===== config.mk =====
export PLATFORM = sky130hd
export DESIGN_NAME = set_pos_cnt
export DESIGN_NICKNAME = d
export VERILOG_FILES = /design/src/rtl/set_pkg.sv /design/src/rtl/set_pos_cnt.sv
export SDC_FILE = /design/constraint.sdc
export NUM_CORES = 1
export LEC_CHECK = 0
export BUFFER_PORTS_ARGS = -buffer_cell sky130_fd_sc_hd__buf_4
export CORE_MARGIN = 2
export CORE_UTILIZATION = 59
export CTS_BUF_LIST = sky130_fd_sc_hd__clkbuf_16
export DETAILED_ROUTE_END_ITERATION = 10
export PLACE_DENSITY = 0.93
export SYNTH_ARGS = -nofsm -noshare
export SYNTH_HDL_FRONTEND = slang
export SYNTH_SLANG_ARGS = --single-unit

===== constraint.sdc =====
create_clock -name i_clk -period 10 [get_ports i_clk]
set_input_delay 2.5 -clock i_clk [delete_from_list [all_inputs] [get_ports i_clk]]
set_output_delay 2.5 -clock i_clk [all_outputs]
set_load 0.005 [all_outputs]

===== src/rtl/set_pkg.sv =====
// Shared constants, types and functions of the Sobel edge core.
package set_pkg;

    localparam int MAX_WIDTH  = 1024;
    localparam int MAX_HEIGHT = 1024;

    localparam int PIX_W     = 8;
    localparam int LINE_W    = 2 * PIX_W;
    localparam int COL_W     = $clog2(MAX_WIDTH);
    localparam int ROW_W     = $clog2(MAX_HEIGHT);
    localparam int CFG_W     = 11;
    localparam int CFG_IDX_W = 2;
    localparam int OUT_POS_W = 10;
    localparam int GRAD_W    = 12;
    localparam int SQ_W      = 21;
    localparam int MAG_W     = 22;

    localparam logic [CFG_W-1:0] MIN_DIM      = CFG_W'(3);
    localparam logic [CFG_W-1:0] DIM_RESET    = CFG_W'(1024);
    localparam logic [MAG_W-1:0] THR_SQ_RESET = MAG_W'(70 * 70);

    typedef enum logic [CFG_IDX_W-1:0] {
        REG_THRESHOLD = 2'd0,
        REG_WIDTH     = 2'd1,
        REG_HEIGHT    = 2'd2
    } t_cfg_reg;

    typedef struct packed {
        logic [ROW_W-1:0] row;
        logic [COL_W-1:0] col;
    } t_pos;

    typedef struct packed {
        logic                 emit;
        logic                 border;
        logic [OUT_POS_W-1:0] row;
        logic [OUT_POS_W-1:0] col;
    } t_tag;

    typedef struct packed {
        logic                 is_edge;
        logic [OUT_POS_W-1:0] row;
        logic [OUT_POS_W-1:0] col;
    } t_result;

    function automatic logic [CFG_W-1:0] clamp_dim(input logic [CFG_W-1:0] v,
                                                   input logic [CFG_W-1:0] hi);
        logic [CFG_W-1:0] res;
        if (v < MIN_DIM) begin
            res = MIN_DIM;
        end else if (v > hi) begin
            res = hi;
        end else begin
            res = v;
        end
        return res;
    endfunction

endpackage


===== src/rtl/set_pos_cnt.sv =====
// Raster position counters with frame-size clamping and wrap.
module set_pos_cnt (
    input  logic                    i_clk,
    input  logic                    i_rst_n,
    input  logic                    i_step,
    input  logic [set_pkg::CFG_W-1:0] i_width,
    input  logic [set_pkg::CFG_W-1:0] i_height,
    output set_pkg::t_pos           o_pos
);
    import set_pkg::*;

    logic [ROW_W-1:0] r_row, n_row;
    logic [COL_W-1:0] r_col, n_col;
    logic [CFG_W-1:0] w, h;
    logic [ROW_W:0]   row_adj, row_inc;
    logic [COL_W:0]   col_inc;
    t_pos             cur;

    always_comb begin
        w = clamp_dim(i_width, CFG_W'(MAX_WIDTH));
        h = clamp_dim(i_height, CFG_W'(MAX_HEIGHT));

        // position left past the frame by a size change
        cur.col = r_col;
        row_adj = {1'b0, r_row};
        if (CFG_W'(r_col) >= w) begin
            cur.col = '0;
            row_adj = {1'b0, r_row} + 1'b1;
        end
        cur.row = (CFG_W'(row_adj) >= h) ? '0 : row_adj[ROW_W-1:0];

        col_inc = {1'b0, cur.col} + 1'b1;
        row_inc = {1'b0, cur.row} + 1'b1;

        n_col = r_col;
        n_row = r_row;
        if (i_step) begin
            if (CFG_W'(col_inc) >= w) begin
                n_col = '0;
                n_row = (CFG_W'(row_inc) >= h) ? '0 : row_inc[ROW_W-1:0];
            end else begin
                n_col = col_inc[COL_W-1:0];
                n_row = cur.row;
            end
        end
        o_pos = cur;
    end

    always_ff @(posedge i_clk) begin
        if (!i_rst_n) begin
            r_row <= '0;
            r_col <= '0;
        end else begin
            r_row <= n_row;
            r_col <= n_col;
        end
    end
endmodule


* Yosys cells after proc, flatten, opt, wreduce, memory -nomap -nowiden
Cells that the tools add are included.
Storage, ports and cells: flip-flop bits (word level) 20, input port bits 25, output and inout bits 20, logic and storage cells 23
Operators by class: $add $sub $neg 3, order comparisons 8, multiplexer cells 10
Operator list (number):
- 11-bit 2-to-1 mux | 5
- 10-bit 2-to-1 mux | 5
- 10-bit by 1-bit adder with 11-bit output (second input constant) | 3
- 11-bit >= comparator | 3
- 11-bit > comparator (second input constant) | 2
- 11-bit by 2-bit < comparator with 1-bit output (second input constant) | 2
- 10-bit by 11-bit >= comparator with 1-bit output | 1

* Depth between registers and ports, before layout
depth in word-level cells 11, depth in mapped cells 33, depth with buffers taken out 31

* Worst setup path after synthesis
No wires, ideal clock.
kind input-to-reg, from input port i_width[7] in the netlist's numbering, to register r_row[4], library setup time 0.059 ns, data arrival time 8.839 ns, required time 9.941 ns, path slack 1.102 ns, stages 33, path buffers 3, cells stage by stage nor4_1 > a21oi_1 > nor2_1 > ha_1 > nor2b_1 > o21ai_1 > a21o_1 > a21oi_1 > buf_2 > clkbuf_1 > nor2_1 > xor2_1 > ha_1 > a211oi_1 > nand2_1 > o21ai_0 > nand3b_1 > clkbuf_1 > nor2_1 > ha_1 > and2_1 > nand4_1 > or3_4 > xnor2_1 > ha_1 > o21a_1 > o21ai_0 > nor2_1 > a211oi_1 > nor3b_1 > a21boi_0 > o21a_1 > o31a_1
RTL lines:
- from (decl) | line set_pos_cnt.sv:6 | input logic [set_pkg::CFG_W-1:0] i_width,
- to (signal assigned) | line set_pos_cnt.sv:54 | r_row <= n_row;
- to (decl) | line set_pos_cnt.sv:12 | logic [ROW_W-1:0] r_row, n_row;

==> results.sh <==
export IMPL_critical_path_max_fanout=8
export IMPL_synth_main_ff_cell="dfxtp_1"
export IMPL_gp_congestion=0.9664
export IMPL_rsz0062_at_grt="no"
export IMPL_nFillCells=393
export IMPL_whs_ps=515.0
export IMPL_viasPerCell=6.580
export IMPL_worstSkewPairLatency_ps=260
export IMPL_portBuffers=44
export IMPL_grtUsageMet1_pct=46.02
export IMPL_register_area_um2=400.4
export IMPL_hold_class="flip-flop to flip-flop"
export IMPL_muxShareOfSynthArea_pct=0.6692
export IMPL_die_area_um2=5656
export IMPL_root_buffer="clkbuf_16"
export IMPL_grt_pass1_vias=3165
export IMPL_period_needed_ps=9531
export IMPL_maxSlewViolCount=0
export IMPL_multi_input_area_um2=2447
export IMPL_dr_pass1_iters=5
export IMPL_cts_tree="yes"
export IMPL_synth_compound_area_share_pct=24.72
export IMPL_arrival_ps=7030
export IMPL_async_flop_share_pct=0
export IMPL_htreeDepth=1
export IMPL_reg2regPathDepth=26
export IMPL_cts_hold_buf=0
export IMPL_grt_most_used_layer="met2"
export IMPL_post_route_util_pct=71.84
export IMPL_maxCapViolations=0
export IMPL_cellLeakagePower_nw=1.603
export IMPL_drc=0
export IMPL_start_util_pct=62.10
export IMPL_syn2layout_area_growth_pct=15.68
export IMPL_avgSynthCellArea_um2=7.350
export IMPL_chipHeight_um=75.21
export IMPL_cts_resized=0
export IMPL_cts_buffer_depth=2
export IMPL_drtIter0Drc=595
export IMPL_synth_ff_latch_count=20
export IMPL_fmax_ghz=0.1049
export IMPL_wire_per_inst_um=18.09
export IMPL_cts_setup_buffers=0
export IMPL_num_rows=25
export IMPL_hold_violations=0
export IMPL_path_clk_slew_ps=60
export IMPL_layout_common_cells="54 x nand2_1, 51 x buf_4, 46 x ha_1"
export IMPL_totalWireLength_mm=9.264
export IMPL_grt_use_met2_pct=55.56
export IMPL_synth_top_family_by_area="simple AND/OR/NAND/NOR gates"
export IMPL_grt_max_degree=18
export IMPL_syn_num_nets=478
export IMPL_powerDensity_nw_per_um2=82.50
export IMPL_cts_inserted_buffers=3
export IMPL_setup_viol=0
export IMPL_ir_drop_v=0.00007744
export IMPL_seq_area_frac_synth_pct=13.38
export IMPL_tightest_slew_ps=628.2
export IMPL_yosys_area_share_simple_pct=30.49
export IMPL_drive_above_1_share_pct=15.73
export IMPL_core_area_um2=4817
export IMPL_vias=3369
export IMPL_synth_fa_ha_area_share_pct=19.24
export IMPL_diodes=0
export IMPL_synth_edf_count=0
export IMPL_grt_use_total_pct=34.48
export IMPL_die_width_um=75.21
export IMPL_fin_total_pwr_w=0.0002855
export IMPL_crit_path_end_kind="primary output"
export IMPL_grt_pass1_wl_mm=15.06
export IMPL_antenna_found_initial=0
export IMPL_critPathKind="input port to primary output"
export IMPL_whs_path_depth=2
export IMPL_ys_warn_count=0
export IMPL_synth_xor_area_share_pct=6.692
export IMPL_synthCells=407
export IMPL_syn_cell_area_um2=2992
export IMPL_clock_sinks=20
export IMPL_post_place_ws_ps=590.8
export IMPL_layout_commonest_cell="nand2_1"
export IMPL_worstSetupStartpointType="input port"
export IMPL_nets=517
export IMPL_grtUsageMet3_pct=6.961
export IMPL_setup_tns_ps=0
export IMPL_finalWorstSetupSlack_ps=469.1
export IMPL_synth_cell_types=69
export IMPL_io_pins=45
export IMPL_outcome="completed"
export IMPL_fin_crit_sh_pct=95.31
export IMPL_place_hpwl_mm=7.211
export IMPL_grt_ovfl_total=0
export IMPL_antenna_left=0
export IMPL_crit_required_ps=7500
export IMPL_slew_headroom_pct=57.04
export IMPL_reg2reg_slack_ps=2960
export IMPL_finClkSkew_ps=1.580
## critical path, cell delays in order
cell	delay [ps]
buf_4	110
nor4_1	420
a21oi_1	120
nor2_1	180
ha_1	270
nor2b_1	120
o21ai_1	140
a21o_1	280
a21oi_2	360
nor2_1	130
xnor2_1	300
inv_1	90
ha_1	300
nand4_1	110
nor3_1	70
a21oi_1	160
nand3b_1	250
buf_4	260
or4_4	550
nand2_1	160
buf_4	130
## final cells by class
type / count / share of cell area [%]
clock buffers: 3 / 2.169
clock inverters: 1 / 0.1085
inverters: 18 / 1.952
multi-input cells: 352 / 70.72
flip-flops and latches: 20 / 11.57
well taps: 67 / 2.422
repair buffers: 51 / 11.06
## logic make-up (layout without fill, tap and decap cells)
| group | after synthesis | in the layout |
|---|---|---|
| buffers and inverters | 35 | 73 |
| muxes | 2 | 2 |
| AOI/OAI and AO/OA | 106 | 106 |
| DFF | 20 | 20 |
| and+or+nand+nor | 176 | 176 |
| xor gates and xnor gates | 22 | 22 |
| adders and majority gates | 46 | 46 |
## synthesized netlist by cell type (all sizes together), types with 4 or more instances
cell type	instances	share of area [%]
a211oi	5	1.4
a21o	6	1.5
a21oi	27	4.9
a22oi	7	1.9
a31oi	6	1.3
and2	12	2.5
and3	7	1.5
clkbuf	14	1.8
dfxtp	20	13
ha	46	19
inv	16	2.0
nand2	54	6.8
nand2b	5	1.0
nand3	14	2.3
nand4	9	1.9
nor2	43	5.4
nor3	4	1.2
nor3b	4	1.3
nor4	6	1.3
o211ai	5	1.4
o21ai	22	3.7
or3	4	1.0
xnor2	16	4.9
xor2	6	1.8
## worst paths after layout
kind                                  end       start
worst max-delay path            o_pos[17]  i_width[7]
worst min-delay path             r_col[1]    r_col[1]
worst max register to register   r_row[0]    r_col[9]
worst min register to register   r_col[1]    r_col[1]
## report_power, final
part	switching [W]	total (W)	internal, W
Clock	0.0000326	0.0000860	0.0000534
Combinational	0.0000650	0.000111	0.0000461
Sequential	0.00000575	0.0000884	0.0000827
## stage by stage
stage | instance area [um^2] | cells
3_3_place_gp | 3382 | 508
6_report | 3461 | 512
3_5_place_dp | 3382 | 508
2_1_floorplan | 2992 | 407
4_1_cts | 3461 | 512
5_1_grt | 3461 | 512
## per-layer routing
metal / part of all wire [%] / wire (um)
met2: 46 / 4236
met1: 42 / 3898
met5: 0 / 0
met3: 9.4 / 867
met4: 2.8 / 261
## registers in the layout, indices dropped and copies added (netlist names)
register	flops
r_row	10
r_col	10
Power figures use the tool's default switching activity.
