`config.mk`:
```
export PLATFORM = sky130hd
export DESIGN_NAME = set_grad
export DESIGN_NICKNAME = d
export VERILOG_FILES = /design/src/rtl/set_pkg.sv /design/src/rtl/set_grad.sv
export SDC_FILE = /design/constraint.sdc
export NUM_CORES = 1
export LEC_CHECK = 0
export ABC_AREA = 1
export BUFFER_PORTS_ARGS = -buffer_cell sky130_fd_sc_hd__buf_4
export CAP_MARGIN = 20
export CORE_ASPECT_RATIO = 2
export CORE_UTILIZATION = 57
export DETAILED_ROUTE_END_ITERATION = 16
export PLACE_DENSITY_LB_ADDON = 0.15
export SYNTH_ARGS = -nofsm -noshare
export SYNTH_HDL_FRONTEND = slang
export SYNTH_SLANG_ARGS = --single-unit
```
`constraint.sdc`:
```
create_clock -name i_clk -period 14.5 [get_ports i_clk]
set_input_delay 4.35 -clock i_clk [delete_from_list [all_inputs] [get_ports i_clk]]
set_output_delay 4.35 -clock i_clk [all_outputs]
set_load 0.05 [all_outputs]
```
`src/rtl/set_pkg.sv`:
```
// Shared constants, types and functions of the Sobel edge core.
package set_pkg;

    localparam int MAX_WIDTH  = 1024;
    localparam int MAX_HEIGHT = 1024;

    localparam int PIX_W     = 8;
    localparam int LINE_W    = 2 * PIX_W;
    localparam int COL_W     = $clog2(MAX_WIDTH);
    localparam int ROW_W     = $clog2(MAX_HEIGHT);
    localparam int CFG_W     = 11;
    localparam int CFG_IDX_W = 2;
    localparam int OUT_POS_W = 10;
    localparam int GRAD_W    = 12;
    localparam int SQ_W      = 21;
    localparam int MAG_W     = 22;

    localparam logic [CFG_W-1:0] MIN_DIM      = CFG_W'(3);
    localparam logic [CFG_W-1:0] DIM_RESET    = CFG_W'(1024);
    localparam logic [MAG_W-1:0] THR_SQ_RESET = MAG_W'(70 * 70);

    typedef enum logic [CFG_IDX_W-1:0] {
        REG_THRESHOLD = 2'd0,
        REG_WIDTH     = 2'd1,
        REG_HEIGHT    = 2'd2
    } t_cfg_reg;

    typedef struct packed {
        logic [ROW_W-1:0] row;
        logic [COL_W-1:0] col;
    } t_pos;

    typedef struct packed {
        logic                 emit;
        logic                 border;
        logic [OUT_POS_W-1:0] row;
        logic [OUT_POS_W-1:0] col;
    } t_tag;

    typedef struct packed {
        logic                 is_edge;
        logic [OUT_POS_W-1:0] row;
        logic [OUT_POS_W-1:0] col;
    } t_result;

    function automatic logic [CFG_W-1:0] clamp_dim(input logic [CFG_W-1:0] v,
                                                   input logic [CFG_W-1:0] hi);
        logic [CFG_W-1:0] res;
        if (v < MIN_DIM) begin
            res = MIN_DIM;
        end else if (v > hi) begin
            res = hi;
        end else begin
            res = v;
        end
        return res;
    endfunction

endpackage

```
`src/rtl/set_grad.sv`:
```
// 3x3 window, Sobel gradients and squares, threshold compare.
module set_grad (
    input  logic                       i_clk,
    input  logic                       i_rst_n,
    input  logic                       i_s1_fire,
    input  logic [set_pkg::PIX_W-1:0]  i_px,
    input  logic [set_pkg::PIX_W-1:0]  i_top,
    input  logic [set_pkg::PIX_W-1:0]  i_mid,
    input  set_pkg::t_tag              i_tag,
    input  logic                       i_s2_adv,
    input  logic [set_pkg::MAG_W-1:0]  i_thr_sq,
    output logic                       o_s2_vld,
    output set_pkg::t_result           o_result
);
    import set_pkg::*;

    // [row: older, prev, current][0: c-2, 1: c-1]
    logic [PIX_W-1:0] r_win [3][2];

    logic                      r_s2_vld;
    logic [SQ_W-1:0]           r_s2_sqx, r_s2_sqy;
    t_tag                      r_s2_tag;

    logic signed [GRAD_W-1:0]   pa, pb, pd, pe, pf, pg, pk, pm;
    logic signed [GRAD_W-1:0]   gx, gy;
    logic signed [2*GRAD_W-1:0] prod_x, prod_y;
    logic [MAG_W-1:0]           mag;

    function automatic logic signed [GRAD_W-1:0] px_ext(input logic [PIX_W-1:0] p);
        return $signed({{(GRAD_W-PIX_W){1'b0}}, p});
    endfunction

    always_comb begin
        pa = px_ext(r_win[0][0]);
        pb = px_ext(r_win[0][1]);
        pd = px_ext(i_top);
        pe = px_ext(r_win[1][0]);
        pf = px_ext(i_mid);
        pg = px_ext(r_win[2][0]);
        pk = px_ext(r_win[2][1]);
        pm = px_ext(i_px);
        gx = pa - pd + pe + pe - pf - pf + pg - pm;
        gy = pa + pb + pb + pd - pg - pk - pk - pm;
        prod_x = gx * gx;
        prod_y = gy * gy;
    end

    always_ff @(posedge i_clk) begin
        if (!i_rst_n) begin
            for (int i = 0; i < 3; i++) begin
                r_win[i][0] <= '0;
                r_win[i][1] <= '0;
            end
        end else if (i_s1_fire) begin
            r_win[0][0] <= r_win[0][1];
            r_win[0][1] <= i_top;
            r_win[1][0] <= r_win[1][1];
            r_win[1][1] <= i_mid;
            r_win[2][0] <= r_win[2][1];
            r_win[2][1] <= i_px;
        end
    end

    always_ff @(posedge i_clk) begin
        if (!i_rst_n) begin
            r_s2_vld <= 1'b0;
        end else if (i_s1_fire) begin
            r_s2_vld <= i_tag.emit;
        end else if (i_s2_adv) begin
            r_s2_vld <= 1'b0;
        end
    end

    always_ff @(posedge i_clk) begin
        if (i_s1_fire) begin
            r_s2_sqx <= prod_x[SQ_W-1:0];
            r_s2_sqy <= prod_y[SQ_W-1:0];
            r_s2_tag <= i_tag;
        end
    end

    always_comb begin
        mag              = {1'b0, r_s2_sqx} + {1'b0, r_s2_sqy};
        o_result.is_edge = r_s2_tag.border | (mag > i_thr_sq);
        o_result.row     = r_s2_tag.row;
        o_result.col     = r_s2_tag.col;
    end

    assign o_s2_vld = r_s2_vld;
endmodule

```
After elaboration in Yosys (flattened, before gate mapping)
Memories as Yosys holds them, arrays and structs flattened.
Cells that the tools add are included.
- register bits: 64
- RAM bits: 48
- bits of input ports: 72
- output and inout bits: 22
- memories: 1
- memory list (name ; depth ; width ; read ports ; clocked after memory_dff ; wr ports ; line ; RTL):
    r_win ; 3 ; 16 ; 3 ; 0 ; 3 ; set_grad.sv:18 ; logic [PIX_W-1:0] r_win [3][2];
- add/subtract/negate cells: 15
- multiply operators: 2
- $lt $le $gt $ge: 1
- mux-type cells: 12
- bitwise logic cells: 7
- reductions and logical operators: 1
- operators by type and width (kind ; count):
    12-bit by 9-bit subtractor with 12-bit output ; 5
    8-bit two-way mux ; 6
    12-bit by 12-bit multiplier with 21-bit output ; 2
    21-bit by 21-bit adder with 22-bit output ; 1
    22-bit greater-than comparator ; 1
    12-bit by 9-bit adder with 12-bit output ; 1
    11-bit by 8-bit subtractor with 12-bit output ; 1
    11-bit by 9-bit subtractor with 12-bit output ; 1
    10-bit by 8-bit adder with 11-bit output ; 1
    10-bit by 9-bit adder with 11-bit output ; 1
    9-bit by 8-bit adder with 10-bit output ; 1
    9-bit by 9-bit adder with 10-bit output ; 1
    8-bit by 8-bit adder with 9-bit output ; 1
    8-bit by 8-bit subtractor with 9-bit output ; 1
    1-bit OR ; 7
    1-bit two-way mux ; 6
    2-bit nonzero test ; 1

Depth between registers and ports, before layout
An unclocked memory read counts as a cell.
- word-level depth: 9
- mapped depth: 44

Least setup slack after synthesis
OpenSTA, ideal clock, no wires.
- path kind: input-to-reg
- start: input i_top[2] (netlist name)
- end: register r_s2_sqx[18], data pin
- data arrival time: 12294 ps
- slack: 1930 ps
- cell stages on the path: 39
- buffers on the path: 1
- path through: inv_1 ha_1 nand2_1 o21ai_0 a21oi_1 o21ai_0 nand2_1 nand2_1 a21oi_1 xnor2_1 fa_1 inv_1 fa_1 fa_1 inv_1 ha_1 inv_2 o21bai_1 [3 not listed] nand2_2 nor2_1 inv_1 fa_1 inv_1 fa_1 fa_1 fa_1 inv_1 fa_1 inv_1 ha_1 clkbuf_1 nand2_1 nor4_1 nand2_1 o311ai_0 xor2_1
- longest elaborated chain between the ends: 8
- ends and longest elaborated chain (what ; line ; RTL):
    start, declared ; set_grad.sv:7 ; input logic [set_pkg::PIX_W-1:0] i_top,
    8-bit by 8-bit subtractor with 9-bit output ; set_grad.sv:42 ; gx = pa - pd + pe + pe - pf - pf + pg - pm;
    9-bit by 9-bit adder with 10-bit output ; set_grad.sv:42 ;
    10-bit by 9-bit adder with 11-bit output ; set_grad.sv:42 ;
    11-bit by 9-bit subtractor with 12-bit output ; set_grad.sv:42 ;
    12-bit by 9-bit subtractor with 12-bit output ; set_grad.sv:42 ;
    12-bit by 9-bit adder with 12-bit output ; set_grad.sv:42 ;
    12-bit by 9-bit subtractor with 12-bit output ; set_grad.sv:42 ;
    12-bit by 12-bit multiplier with 21-bit output ; set_grad.sv:44 ; prod_x = gx * gx;
    net prod_x[18] ; set_grad.sv:26 ; logic signed [2*GRAD_W-1:0] prod_x, prod_y;
    end signal, assigned ; set_grad.sv:76 ; r_s2_sqx <= prod_x[SQ_W-1:0];
    end, declared ; set_grad.sv:21 ; logic [SQ_W-1:0] r_s2_sqx, r_s2_sqy;
The timed path passes the listed nets, and every way through them passes these cells.
A chain may end at the register's enable or synchronous reset.

Worst setup path after layout
- start: input i_top[2] (netlist name)
- end: register r_s2_sqx[20], data pin
Same word-level chain as after synthesis.

==> results by group <==
Outcome
  • Status: finished clean

Worst hold path
  • Min-Delay Endpoint: o_s2_vld
  • Hold Path Origin: o_s2_vld
  • Cell depth of the worst hold path: 2
  • Hold Crit Class: reg2reg

Setup path
  • Startpoint types: primary input
  • Slowest cell on the critical path: fa_1
  • Slowest cell delay on critical path: 770 ps
  • Reg2reg path depth: 37
  • WP data arrival: 13320 ps
  • Reg-to-reg endpoint: r_s2_sqx[20]
  • Worst-path fanout max: 14
  • CP Class: in2reg
  • CP Data Required Time: 14650 ps
  • Most used cell along the critical path: fa_1
  • RR Startpoint: r_win[0][10]
  • R2R Setup Slk: 5070 ps
  • CP endpoint kind: flip-flop

Route
  • Residual DRC: 0
  • TritonRoute pass-1 iters: 6
  • 1st-iter DRT viols: 357
  • Vias: 11954
  • WL final: 37900 um
  • DR WL/cell: 16.3 um
  • Vias per Instance: 5.15
  • Final antenna-violating net count: 0

Run
  • Max-cap violations: 0

Synthesis
  • Warnings from Yosys: 0
  • Synth Net Count: 2400
  • Post-Syn Area: 17100 um^2
  • Sequential area share after synthesis: 19.3%
  • Yosys cell types: 49
  • Syn Area/Cell: 9.12 um^2
  • Post-synthesis cell count: 1870
  • Seq cells post-synth: 110

STA
  • Worst rel slew slack: 41.9%
  • Final worst path period need: 13170 ps
  • RSZ-0062 raised after global routing: false
  • Tcrit/Tclk final: 90.8%
  • Fmax: 75.9 MHz
  • Slew @ Worst Pin: 869 ps
  • Hold Fails Final Rpt: 0
  • # setup viols final: 0
  • Skew final: 8.66 ps
  • Final slew viol count: 0
  • Setup TNS: 0 ps

Final layout
  • Ant diodes: 0
  • Area delta synth->final: 7.84%
  • Layout cells sized above 1: 8.70%
  • Nets@finish: 2480

Die
  • DIE HEIGHT: 247 um
  • Number of I/O pins: 94
  • Die area: 30700 um^2
  • Starting Density: 57.8%
  • Row count: 89
  • Die Width: 124 um
  • Core Region: 29500 um^2

Place
  • GPL Wtd Cong: 0.984
  • I/O Buffers: 93
  • Dpl hpwl: 33600 um

Clock tree
  • Clk_lat worst skew: 380 ps
  • Worst-path clk slew: 80 ps
  • H-tree levels: 3
  • Post-CTS Hold Buffers: 0
  • CTS tree: done
  • CTS Root Cell: clkbuf_16
  • CTS max path bufs: 2
  • Setup Buffers After CTS: 0
  • Post_cts resized: 0
  • Total clock sinks: 110
  • Num CTS Buffers: 9

Global routing
  • Total Routing Usage GR: 26.3%
  • GRT overflow: 0
  • First-pass GRT wire length: 61600 um
  • Vias in the first global route: 13101
  • Largest net degree at the start of global routing: 65
  • Initial antenna violation count: 0
==> how the worst max path moves through the flow <==
| stage | startpoint | to | slack (ps) | cells past startpoint |
|---|---|---|---|---|
| floorplan | i_top[2] | r_s2_sqx[18] | 1930 | 39 |
| global placement | i_top[2] | r_s2_sqx[20] | 1140 | 39 |
| detailed placement | i_top[2] | r_s2_sqx[18] | 960 | 37 |
| finish | i_top[2] | r_s2_sqx[20] | 1330 | 39 |
| global route | i_top[2] | r_s2_sqx[16] | 830 | 42 |
| CTS | i_top[2] | r_s2_sqx[20] | 1360 | 39 |
==> cells in the mapped netlist (all sizes together) <==
master,count,share of area [%]
nand4,9,0.33
clkinv,6,0.13
buf,23,1.0
nand3b,3,0.13
o311ai,1,0.051
o21a,3,0.13
xor2,52,3.0
and2,1,0.037
nor2,174,4.1
nand3,48,1.6
or2,3,0.11
nor3,12,0.35
edfxtp,109,19
a221oi,1,0.051
ha,190,14
a211oi,1,0.044
a31oi,8,0.29
nand2,215,4.8
dfxtp,1,0.12
a21oi,73,2.3
o31ai,2,0.088
o21ai,25,0.89
xnor2,30,1.6
fa,268,31
inv,570,13
nand2b,1,0.037
clkbuf,9,0.20
o21bai,9,0.40
o211ai,4,0.29
a21o,13,0.57
nor4,3,0.11
o221ai,3,0.15
==> kinds of logic (layout without fill, tap and decap cells) <==
group	count (synthesis)	count (layout)	synth area share, %
flip-flops	110	110	19.3
AO/OA/AOI/OAI	143	143	5.27
adder cells (fa/ha/maj)	458	458	45.4
buffers and inverters	608	693	13.9
XOR/XNOR	82	82	4.61
AND/OR/NAND/NOR	469	469	11.5
==> routing by layer <==
layer,wire [um],up-vias,track usage [%],part of all wire [%]
met5,0,-,0,0
met4,3020,0,19.7,8.0
met3,985,122,2.54,2.6
met2,22100,291,53.8,58
met1,11800,5787,22.5,31
li1,-,5754,-,-
==> critical path: cells and delay by family <==
kind,cells,cell delay [ps]
adders and majority gates,11,5050
AOI/OAI and AO/OA,9,1800
and+or+nand+nor,10,1020
buffers and inverters,8,680
xor gates and xnor gates,1,350
==> state kept, by name (all words and copies together), names as in the netlist <==
signal and cells:
r_s2_sqx 20, r_s2_sqy 20, o_s2_vld 1, o_result 20, r_s2_tag 1, r_win 48
==> area by class of cell <==
class                           instances  area, um^2
Clock buffer                            9         225
Clock inverter                          7        87.6
Fill cell                            2560       11100
Inverter                              576        2160
Multi-Input combinational cell       1152       11400
Sequential cell                       110        3290
Tap cell                              364         455
Timing Repair Buffer                  101         771
==> stage by stage <==
step / cells / cell area, um^2 / worst slack (ps) / hold WS [ps] / utilization [%]
floorplan: 1870 / 17100 / 1930 / 519 / -
global placement: 2302 / 18100 / 1140 / 453 / 61.2
detailed placement: 2303 / 18100 / 960 / 464 / 61.3
CTS: 2319 / 18400 / 1360 / 476 / 62.3
global route: 2319 / 18400 / 831 / 501 / 62.3
finish: 2319 / 18400 / 1330 / 476 / 62.3
==> cells in the final DEF, fill, tap and decap left out, drive strengths merged <==
cell / instances
clkinvlp: 1
a211oi: 1
nand2b: 1
o21ai: 25
clkinv: 9
a221oi: 1
o311ai: 1
nand3: 48
o21bai: 9
o31ai: 2
clkbuf: 9
or2: 3
dfxtp: 1
nor3: 12
fa: 268
a31oi: 8
edfxtp: 109
and2: 1
a21oi: 73
o221ai: 3
xor2: 52
inv: 573
buf: 101
nand2: 215
o211ai: 4
xnor2: 30
nand4: 9
nor2: 174
ha: 190
a21o: 13
nor4: 3
o21a: 3
nand3b: 3
Power is not shown: default switching activity piles up to over one toggle a cycle in this logic, so the estimate is an artifact.
